<file path="config.mk">
export PLATFORM = sky130hd
export DESIGN_NAME = battery_level_qualifier_top
export DESIGN_NICKNAME = d
export VERILOG_FILES = /design/src/hw/rtl/blq_pkg.sv /design/src/hw/rtl/battery_level_qualifier_top.sv
export SDC_FILE = /design/constraint.sdc
export NUM_CORES = 1
export LEC_CHECK = 0
export ABC_AREA = 1
export BUFFER_PORTS_ARGS = -buffer_cell sky130_fd_sc_hd__buf_2
export CORE_MARGIN = 5
export CORE_UTILIZATION = 45
export CTS_CLUSTER_DIAMETER = 60
export DETAILED_ROUTE_END_ITERATION = 7
export PLACE_DENSITY = 0.59
export RECOVER_POWER = 50
export SLEW_MARGIN = 20
export SYNTH_ARGS = -nofsm -noshare
export SYNTH_HDL_FRONTEND = slang
export SYNTH_SLANG_ARGS = --single-unit
export TNS_END_PERCENT = 1
</file>
<file path="constraint.sdc">
create_clock -name clk -period 4.9 [get_ports clk]
set_input_delay 0.735 -clock clk [delete_from_list [all_inputs] [get_ports clk]]
set_output_delay 0.735 -clock clk [all_outputs]
set_load 0.01 [all_outputs]
</file>
<file path="src/hw/rtl/blq_pkg.sv">
`default_nettype none

package blq_pkg;

  // field and register widths
  localparam int THRESH_W  = 12;
  localparam int WINDOW_W  = 8;
  localparam int CONFIRM_W = 4;
  localparam int COUNT_W   = 4;
  localparam int LEVEL_W   = 3;
  localparam int CFG_IDX_W = 3;
  localparam int CFG_DATA_W = THRESH_W;

  localparam int SAMPLE_BITS_DEF = 12;

  // stability bounds come out of reset at 1000, which needs 10 bits
  localparam int BOUND_RESET   = 1000;
  localparam int BOUND_RESET_W = 10;

  // register reset values
  localparam logic [THRESH_W-1:0]  THRESH_HIGH_RST = 12'd4000;
  localparam logic [THRESH_W-1:0]  THRESH_FULL_RST = 12'd3328;
  localparam logic [THRESH_W-1:0]  THRESH_TWO_RST  = 12'd3157;
  localparam logic [THRESH_W-1:0]  THRESH_ONE_RST  = 12'd2987;
  localparam logic [THRESH_W-1:0]  THRESH_ZERO_RST = 12'd2645;
  localparam logic [WINDOW_W-1:0]  WINDOW_RST      = 8'd32;
  localparam logic [CONFIRM_W-1:0] CONFIRM_RST     = 4'd9;

  // register indexes
  localparam logic [CFG_IDX_W-1:0] REG_THRESH_HIGH = 3'd0;
  localparam logic [CFG_IDX_W-1:0] REG_THRESH_FULL = 3'd1;
  localparam logic [CFG_IDX_W-1:0] REG_THRESH_TWO  = 3'd2;
  localparam logic [CFG_IDX_W-1:0] REG_THRESH_ONE  = 3'd3;
  localparam logic [CFG_IDX_W-1:0] REG_THRESH_ZERO = 3'd4;
  localparam logic [CFG_IDX_W-1:0] REG_WINDOW      = 3'd5;
  localparam logic [CFG_IDX_W-1:0] REG_CONFIRM     = 3'd6;

  typedef enum logic [LEVEL_W-1:0] {
    LVL_EMPTY = 3'd0,
    LVL_LV0   = 3'd1,
    LVL_LV1   = 3'd2,
    LVL_LV2   = 3'd3,
    LVL_FULL  = 3'd4,
    LVL_HIGH  = 3'd5
  } level_t;

endpackage

`default_nettype wire

</file>
<file path="src/hw/rtl/battery_level_qualifier_top.sv">
// Path: an input beat passes the input register, then the result register, to
//   its result beat; a stalled output side holds it there and stalls the input.
// Throughput: one sample per cycle unless the output stalls; the level/bound
//   update is a single pass of compares and one add/subtract between stages.
// Reset (rst, synchronous, active high): both stages empty, thresholds and
//   window/confirm registers at defaults, bounds at 1000, count 0, level full.
`default_nettype none

module battery_level_qualifier_top
  import blq_pkg::*;
#(
  parameter int SAMPLE_BITS = SAMPLE_BITS_DEF
) (
  input  wire logic                                clk,
  input  wire logic                                rst,

  // configuration write port
  input  wire logic                                wr_en,
  input  wire logic [CFG_IDX_W-1:0]                wr_index,
  input  wire logic [CFG_DATA_W-1:0]               wr_data,

  // sample stream
  input  wire logic                                s_axis_tvalid,
  output logic                                     s_axis_tready,
  input  wire logic [((SAMPLE_BITS+7)/8)*8-1:0]    s_axis_tdata,  // sample
  input  wire logic [1:0]                          s_axis_tuser,  // sys_ready, charging

  // level stream
  output logic                                     m_axis_tvalid,
  input  wire logic                                m_axis_tready,
  output logic [7:0]                               m_axis_tdata,  // level, zero pad
  output logic                                     m_axis_tuser   // evaluated
);

  // bound widths: wide enough for sample + window and for the reset value
  localparam int UB_W  = (SAMPLE_BITS + 1 > BOUND_RESET_W) ? SAMPLE_BITS + 1 : BOUND_RESET_W;
  localparam int LB_W  = (SAMPLE_BITS > BOUND_RESET_W) ? SAMPLE_BITS : BOUND_RESET_W;
  localparam int CMP_W = (UB_W > THRESH_W) ? UB_W : THRESH_W;

  // ---------------------------------------------------------------------------
  // configuration registers
  // ---------------------------------------------------------------------------
  logic [THRESH_W-1:0]  thresh_high;
  logic [THRESH_W-1:0]  thresh_full;
  logic [THRESH_W-1:0]  thresh_two;
  logic [THRESH_W-1:0]  thresh_one;
  logic [THRESH_W-1:0]  thresh_zero;
  logic [WINDOW_W-1:0]  stable_window;
  logic [CONFIRM_W-1:0] confirm_count;

  always_ff @(posedge clk) begin
    if (rst) begin
      thresh_high   <= THRESH_HIGH_RST;
      thresh_full   <= THRESH_FULL_RST;
      thresh_two    <= THRESH_TWO_RST;
      thresh_one    <= THRESH_ONE_RST;
      thresh_zero   <= THRESH_ZERO_RST;
      stable_window <= WINDOW_RST;
      confirm_count <= CONFIRM_RST;
    end else if (wr_en) begin
      case (wr_index)
        REG_THRESH_HIGH: thresh_high   <= wr_data;
        REG_THRESH_FULL: thresh_full   <= wr_data;
        REG_THRESH_TWO:  thresh_two    <= wr_data;
        REG_THRESH_ONE:  thresh_one    <= wr_data;
        REG_THRESH_ZERO: thresh_zero   <= wr_data;
        REG_WINDOW:      stable_window <= wr_data[WINDOW_W-1:0];
        REG_CONFIRM:     confirm_count <= wr_data[CONFIRM_W-1:0];
        default: ;  // unknown index, write dropped
      endcase
    end
  end

  // ---------------------------------------------------------------------------
  // input register
  // ---------------------------------------------------------------------------
  logic                   in_valid;
  logic [SAMPLE_BITS-1:0] sample;
  logic                   sys_ready;
  logic                   charging;
  logic                   advance;

  // stage 1 moves into the result register when that is empty or draining
  assign advance       = in_valid && (!m_axis_tvalid || m_axis_tready);
  assign s_axis_tready = !in_valid || advance;

  always_ff @(posedge clk) begin
    if (rst) begin
      in_valid <= 1'b0;
    end else if (s_axis_tready) begin
      in_valid <= s_axis_tvalid;
    end
  end

  always_ff @(posedge clk) begin
    if (s_axis_tvalid && s_axis_tready) begin
      sample    <= s_axis_tdata[SAMPLE_BITS-1:0];
      sys_ready <= s_axis_tuser[0];
      charging  <= s_axis_tuser[1];
    end
  end

  // ---------------------------------------------------------------------------
  // classification
  // ---------------------------------------------------------------------------
  logic [CMP_W-1:0] s_ext;
  logic ge_high, ge_full, ge_two, ge_one, ge_zero;

  assign s_ext   = CMP_W'(sample);
  assign ge_high = s_ext >= CMP_W'(thresh_high);
  assign ge_full = s_ext >= CMP_W'(thresh_full);
  assign ge_two  = s_ext >= CMP_W'(thresh_two);
  assign ge_one  = s_ext >= CMP_W'(thresh_one);
  assign ge_zero = s_ext >= CMP_W'(thresh_zero);

  level_t battery_level;
  level_t battery_level_next;
  level_t lvl_direct;
  level_t lvl_rising;
  level_t lvl_falling;

  // thresholds are checked top down in fixed order, no reordering
  always_comb begin
    if (ge_high)      lvl_direct = LVL_HIGH;
    else if (ge_full) lvl_direct = LVL_FULL;
    else if (ge_two)  lvl_direct = LVL_LV2;
    else if (ge_one)  lvl_direct = LVL_LV1;
    else if (ge_zero) lvl_direct = LVL_LV0;
    else              lvl_direct = LVL_EMPTY;
  end

  // charging: high/full direct, lv2/lv1 only from at or below, else lv0
  always_comb begin
    if (ge_high)                                lvl_rising = LVL_HIGH;
    else if (ge_full)                           lvl_rising = LVL_FULL;
    else if (ge_two && battery_level <= LVL_LV2) lvl_rising = LVL_LV2;
    else if (ge_one && battery_level <= LVL_LV1) lvl_rising = LVL_LV1;
    else                                        lvl_rising = LVL_LV0;
  end

  // discharging: high direct, lower steps only from at or above, else empty
  always_comb begin
    if (ge_high)                                  lvl_falling = LVL_HIGH;
    else if (ge_full && battery_level >= LVL_FULL) lvl_falling = LVL_FULL;
    else if (ge_two && battery_level >= LVL_LV2)   lvl_falling = LVL_LV2;
    else if (ge_one && battery_level >= LVL_LV1)   lvl_falling = LVL_LV1;
    else if (ge_zero && battery_level >= LVL_LV0)  lvl_falling = LVL_LV0;
    else                                          lvl_falling = LVL_EMPTY;
  end

  // ---------------------------------------------------------------------------
  // stability window and confirm counter
  // ---------------------------------------------------------------------------
  logic [UB_W-1:0]        upper_bound;
  logic [UB_W-1:0]        upper_bound_next;
  logic [LB_W-1:0]        lower_bound;
  logic [LB_W-1:0]        lower_bound_next;
  logic [COUNT_W-1:0]     stable_count;
  logic [COUNT_W-1:0]     stable_count_next;
  logic [SAMPLE_BITS:0]   upper_sum;
  logic [SAMPLE_BITS-1:0] win_ext;
  logic                   in_window;
  logic                   evaluated_next;

  assign win_ext   = SAMPLE_BITS'(stable_window);
  assign upper_sum = (SAMPLE_BITS + 1)'(sample) + (SAMPLE_BITS + 1)'(stable_window);
  assign upper_bound_next = UB_W'(upper_sum);
  // clamp at zero when the window reaches below the sample
  assign lower_bound_next = (sample >= win_ext) ? LB_W'(sample - win_ext) : '0;

  // strictly between the bounds of the last sample taken while sys_ready
  assign in_window = (s_ext < CMP_W'(upper_bound)) && (s_ext > CMP_W'(lower_bound));

  always_comb begin
    battery_level_next = battery_level;
    stable_count_next  = stable_count;
    evaluated_next     = 1'b0;
    if (!sys_ready) begin
      battery_level_next = lvl_direct;
      evaluated_next     = 1'b1;
    end else if (!in_window) begin
      stable_count_next = '0;
    end else if (stable_count < confirm_count) begin
      stable_count_next = stable_count + 1'b1;
    end else begin
      // confirmed: count holds, every further stable sample reevaluates
      battery_level_next = charging ? lvl_rising : lvl_falling;
      evaluated_next     = 1'b1;
    end
  end

  always_ff @(posedge clk) begin
    if (rst) begin
      upper_bound   <= UB_W'(BOUND_RESET);
      lower_bound   <= LB_W'(BOUND_RESET);
      stable_count  <= '0;
      battery_level <= LVL_FULL;
    end else if (advance) begin
      battery_level <= battery_level_next;
      stable_count  <= stable_count_next;
      // bounds only move once the system is ready
      if (sys_ready) begin
        upper_bound <= upper_bound_next;
        lower_bound <= lower_bound_next;
      end
    end
  end

  // ---------------------------------------------------------------------------
  // result register
  // ---------------------------------------------------------------------------
  always_ff @(posedge clk) begin
    if (rst) begin
      m_axis_tvalid <= 1'b0;
    end else if (advance) begin
      m_axis_tvalid <= 1'b1;
    end else if (m_axis_tready) begin
      m_axis_tvalid <= 1'b0;
    end
  end

  always_ff @(posedge clk) begin
    if (advance) begin
      m_axis_tdata <= {{(8 - LEVEL_W){1'b0}}, battery_level_next};
      m_axis_tuser <= evaluated_next;
    end
  end

endmodule

`default_nettype wire

</file>
==> flow_summary.html <==
<table>
<tr><th>Metric</th><th>Value</th></tr>
<tr><th colspan="2">Routing</th></tr>
<tr><td>Routed length on met3</td><td>804 um</td></tr>
<tr><td>Detailed-route via count</td><td>6298</td></tr>
<tr><td>Average via count per standard cell</td><td>just under 5</td></tr>
<tr><td>Number of optimization iterations in the first detailed-route pass</td><td>5</td></tr>
<tr><td># DRC</td><td>0</td></tr>
<tr><td>WL met1</td><td>9630 um</td></tr>
<tr><td>Highest routing layer actually used</td><td>met4</td></tr>
<tr><td>Amount of wire on met2 after detailed routing</td><td>between 8000 and 9000 um</td></tr>
<tr><td>Antenna Violating Nets Remaining</td><td>0</td></tr>
<tr><td>Final routed wire length divided by cell count</td><td>roughly 15 um</td></tr>
<tr><td>DRT iter0 DRCs</td><td>about 390</td></tr>
<tr><td>Total length of routed wires</td><td>between 15000 and 20000 um</td></tr>
<tr><th colspan="2">Synthesis</th></tr>
<tr><td>Number of warnings printed during yosys synthesis</td><td>0</td></tr>
<tr><td>Adder and majority cell fraction of the synthesized area</td><td>between 10% and 20%</td></tr>
<tr><td>Compound-gate portion of the synthesized area</td><td>17.8%</td></tr>
<tr><td>Number of distinct library cells after synthesis</td><td>38</td></tr>
<tr><td>Number of cells produced by synthesis</td><td>between 1000 and 1500</td></tr>
<tr><td>Xor/xnor share of the synthesized area</td><td>1.04%</td></tr>
<tr><td>Number of flops mapped to enable cells by yosys</td><td>18</td></tr>
<tr><td>FF+latch count, synth</td><td>about 120</td></tr>
<tr><td>Fraction of the yosys area taken by sequential cells</td><td>35.2%</td></tr>
<tr><td>Area share of and/or/nand/nor cells after synthesis</td><td>between 10% and 20%</td></tr>
<tr><td>Synthesized area divided by synthesized cell count</td><td>7.53 sq um</td></tr>
<tr><td>Largest family of logic cells by synthesized area</td><td>compound AO/OA/AOI/OAI gates</td></tr>
<tr><td>Netlist area before placement</td><td>7560 sq um</td></tr>
<tr><td>Share of cell area taken by muxes after synthesis</td><td>0%</td></tr>
<tr><td>Synth async-reset ratio</td><td>0%</td></tr>
<tr><td>Primary flip-flop cell chosen by synthesis mapping</td><td>sky130_fd_sc_hd__dfxtp_1</td></tr>
<tr><th colspan="2">Floorplan</th></tr>
<tr><td>Overall die width</td><td>140 um</td></tr>
<tr><td>Core Area</td><td>16500 sq um</td></tr>
<tr><td>Floorplan row count</td><td>47</td></tr>
<tr><td>Initial core utilization</td><td>roughly 46%</td></tr>
<tr><td>Floorplan die height</td><td>approximately 140 um</td></tr>
<tr><td>I/O pin cnt</td><td>between 40 and 50</td></tr>
<tr><td>Die ar.</td><td>19500 sq um</td></tr>
<tr><th colspan="2">Global routing</th></tr>
<tr><td>Via count of the first global-routing pass</td><td>about 5700</td></tr>
<tr><td>First-pass GRT wire length</td><td>between 30000 and 40000 um</td></tr>
<tr><td>GRT Resource Usage Total</td><td>about a fifth</td></tr>
<tr><td>GRT Residual Overflow</td><td>0</td></tr>
<tr><td>Maximum number of pins on one net before global-route repair</td><td>43</td></tr>
<tr><td>Initial antenna violation count</td><td>0</td></tr>
<tr><th colspan="2">Layout</th></tr>
<tr><td>Antenna cells</td><td>0</td></tr>
<tr><td>Most frequent cells in the layout</td><td>194 x sky130_fd_sc_hd__nand2_1, 174 x sky130_fd_sc_hd__inv_1, 114 x sky130_fd_sc_hd__a21oi_1</td></tr>
<tr><td>Number of non-filler instances in the completed layout</td><td>1272</td></tr>
<tr><td>Layout cells sized above 1</td><td>8.08%</td></tr>
<tr><td>Fillcell total</td><td>around 1700</td></tr>
<tr><td>Cell area after layout</td><td>about 8500 sq um</td></tr>
<tr><td>Area growth, synth to finish</td><td>11.7%</td></tr>
<tr><td>Final net count</td><td>1182</td></tr>
<tr><td>Leading cell type in the layout, fill and taps excluded</td><td>sky130_fd_sc_hd__nand2_1</td></tr>
<tr><th colspan="2">Timing</th></tr>
<tr><td>Highest clock frequency the design can meet</td><td>0.307 GHz</td></tr>
<tr><td>Worst setup skew after layout</td><td>between 0.008 and 0.009 ns</td></tr>
<tr><td>Min Tclk post-route</td><td>approximately 3.3 ns</td></tr>
<tr><td>Setup repair after global routing missed its margin</td><td>no</td></tr>
<tr><td>Max transition margin</td><td>-21.9%</td></tr>
<tr><td>Final setup violation count</td><td>0</td></tr>
<tr><td>Minimum setup slack in the final design</td><td>1.64 ns</td></tr>
<tr><td>Total negative slack</td><td>0 ns</td></tr>
<tr><td>Hold violation count in the final report</td><td>0</td></tr>
<tr><td>Final number of max-transition violations</td><td>30</td></tr>
<tr><td>Tcrit/Tclk final</td><td>66.5%</td></tr>
<tr><td>Pin slew with the least headroom to its limit</td><td>around 1.8 ns</td></tr>
<tr><th colspan="2">Pwr</th></tr>
<tr><td>Final total power</td><td>roughly 2.7 mW</td></tr>
<tr><td>Power Density</td><td>around 320 nW/um^2</td></tr>
<tr><td>Leakage power figure</td><td>approximately 4.1 nW</td></tr>
<tr><td>Worst ir drop on vdd</td><td>0.271 mV</td></tr>
<tr><th colspan="2">Setup path</th></tr>
<tr><td>Nature of the critical path startpoint</td><td>input pin</td></tr>
<tr><td>Category of the critical setup timing path</td><td>in2reg</td></tr>
<tr><td>Slowest-stage cell, CP</td><td>sky130_fd_sc_hd__clkbuf_1</td></tr>
<tr><td>Max FO, Critical Path</td><td>42</td></tr>
<tr><td>Cell-by-cell listing of the critical path</td><td>clkbuf_1 &gt; inv_2 &gt; buf_4 &gt; o21ai_0 &gt; nor2_1</td></tr>
<tr><td>Largest stage delay on the critical path</td><td>~1.3 ns</td></tr>
<tr><td>Source of the critical timing path</td><td>rst</td></tr>
<tr><td>Worst endpoint required time</td><td>5.20 ns</td></tr>
<tr><td>Endpoint kind of the worst setup timing path</td><td>flip-flop</td></tr>
<tr><td>Worst reg2reg path startpoint</td><td>sample[9]</td></tr>
<tr><td>Arrival time worst endpoint</td><td>around 3.6 ns</td></tr>
<tr><th colspan="2">Clocking</th></tr>
<tr><td>Post-CTS Repair Setup Buffers</td><td>0</td></tr>
<tr><td>Clock root buffer</td><td>sky130_fd_sc_hd__clkbuf_16</td></tr>
<tr><td>CTS Hold Bufs</td><td>0</td></tr>
<tr><td>H-Tree Depth</td><td>4</td></tr>
<tr><td>CTS tree</td><td>done</td></tr>
<tr><td>Clock sink total</td><td>~120</td></tr>
<tr><td>Deepest clock path buffer count</td><td>2</td></tr>
<tr><td>Post-cts gate resize count</td><td>0</td></tr>
<tr><td>Clk pin slew, worst setup/hold paths</td><td>~0.050 ns</td></tr>
<tr><td>Number of buffers created by CTS</td><td>17</td></tr>
<tr><td>Insertion delay of the later-clocked pin in the worst-skew pair</td><td>~0.42 ns</td></tr>
<tr><th colspan="2">Outcome</th></tr>
<tr><td>Violations in the final reports</td><td>max-capacitance violations, max-slew violations</td></tr>
<tr><td>Outcome</td><td>finished, violations left</td></tr>
<tr><th colspan="2">Place</th></tr>
<tr><td>Final weighted congestion in routability-driven placement</td><td>0.812</td></tr>
<tr><td>Dpl cell area</td><td>between 7000 and 8000 sq um</td></tr>
<tr><td>Final HPWL from detailed placement</td><td>13400 um</td></tr>
<tr><td>Port-buffer cells</td><td>39</td></tr>
<tr><td>Number of placed instances with taps included</td><td>between 1000 and 1500</td></tr>
<tr><td>Post-placement setup slack</td><td>2.10 ns</td></tr>
<tr><th colspan="2">Hold path</th></tr>
<tr><td>Type of the tightest min-delay check</td><td>reg2reg</td></tr>
<tr><td>Worst hold start</td><td>thresh_two[5]</td></tr>
<tr><th colspan="2">Run</th></tr>
<tr><td>Max Cap Viol</td><td>1</td></tr>
</table>
through the flow:
step,utilization [%],hold slack [ns]
floorplan,-,0.429
global placement,47.8,0.449
detailed placement,47.8,0.452
CTS,51.2,0.460
global route,51.2,0.469
finish,51.2,0.460
synth_stat cells, types with 2 or more instances:
cell	n	share of area, %
sky130_fd_sc_hd__o21ai_0	71	4.7
sky130_fd_sc_hd__xor2_1	5	0.58
sky130_fd_sc_hd__nand2_2	3	0.25
sky130_fd_sc_hd__nand3_1	37	2.4
sky130_fd_sc_hd__nor3_1	4	0.26
sky130_fd_sc_hd__buf_2	4	0.26
sky130_fd_sc_hd__a21o_1	3	0.30
sky130_fd_sc_hd__nand2_1	194	9.6
sky130_fd_sc_hd__buf_4	7	0.69
sky130_fd_sc_hd__o21bai_1	4	0.40
sky130_fd_sc_hd__dfxtp_1	106	28
sky130_fd_sc_hd__o211ai_1	26	2.6
sky130_fd_sc_hd__edfxtp_1	18	7.1
sky130_fd_sc_hd__a21oi_2	5	0.58
sky130_fd_sc_hd__nand3_2	3	0.40
sky130_fd_sc_hd__a31oi_1	2	0.17
sky130_fd_sc_hd__ha_1	103	17
sky130_fd_sc_hd__nor2_1	63	3.1
sky130_fd_sc_hd__xnor2_1	4	0.46
sky130_fd_sc_hd__fa_1	2	0.53
sky130_fd_sc_hd__o221ai_1	2	0.23
sky130_fd_sc_hd__clkbuf_1	18	0.89
sky130_fd_sc_hd__o21ai_1	6	0.40
sky130_fd_sc_hd__o21a_1	3	0.30
sky130_fd_sc_hd__inv_1	175	8.7
sky130_fd_sc_hd__a21oi_1	114	7.5
sky130_fd_sc_hd__nand4_1	7	0.58
sky130_fd_sc_hd__nor2_2	3	0.25
sky130_fd_sc_hd__buf_6	4	0.60
sequential cells by signal, summed over array words and instances, names as in the netlist, 4 cells and up:
name           flops
confirm_count      4
stable_window      8
lower_bound       12
thresh_full       12
upper_bound       13
sample            12
thresh_two        12
thresh_one        12
stable_count       4
thresh_high       12
thresh_zero       12
critical path: cells and delay by family:
kind / cells / cell delay, ns
simple gates: 1 / 0.05
compound gates: 1 / 0.14
buf+inv: 3 / 2.59
metal layers:
layer | up-vias | track usage, %
met2 | 120 | 30.4
met3 | 13 | 4.05
met4 | 0 | 5.15
met5 | - | 0
li1 | 3355 | -
met1 | 2810 | 28.3
cells by family after synthesis:
group,after synthesis
AOI/OAI and AO/OA,240
buffers and inverters,209
and+or+nand+nor,317
other,1
xor gates and xnor gates,9
DFF,124
adders and majority gates,105
report_power, final:
part / internal (mW) / switching [mW]
clock network: 0.745 / 0.446
registers: 1.08 / 0.0370
logic: 0.134 / 0.236
total: 1.96 / 0.719
final cells by class:
class	count	area (sq um)	share of cell area, %
Timing Repair Buffer	44	224	2.65
Inverter	176	661	7.82
Multi-Input combinational cell	676	4070	48.2
Sequential cell	124	2660	31.5
Clock buffer	24	492	5.82
Tap cell	220	275	3.26
Clock inverter	8	67.6	0.799
path summary, 6_finish.rpt:
kind | to | slack [ns] | depth (start not counted)
worst max-delay path | thresh_high[0] | 1.64 | 5
worst max register to register | m_axis_tdata[0] | 2.00 | 11
worst min-delay path | thresh_two[5] | 0.46 | 2
worst min register to register | thresh_two[5] | 0.46 | 2
No activity file was read; power rests on OpenSTA's default activity.
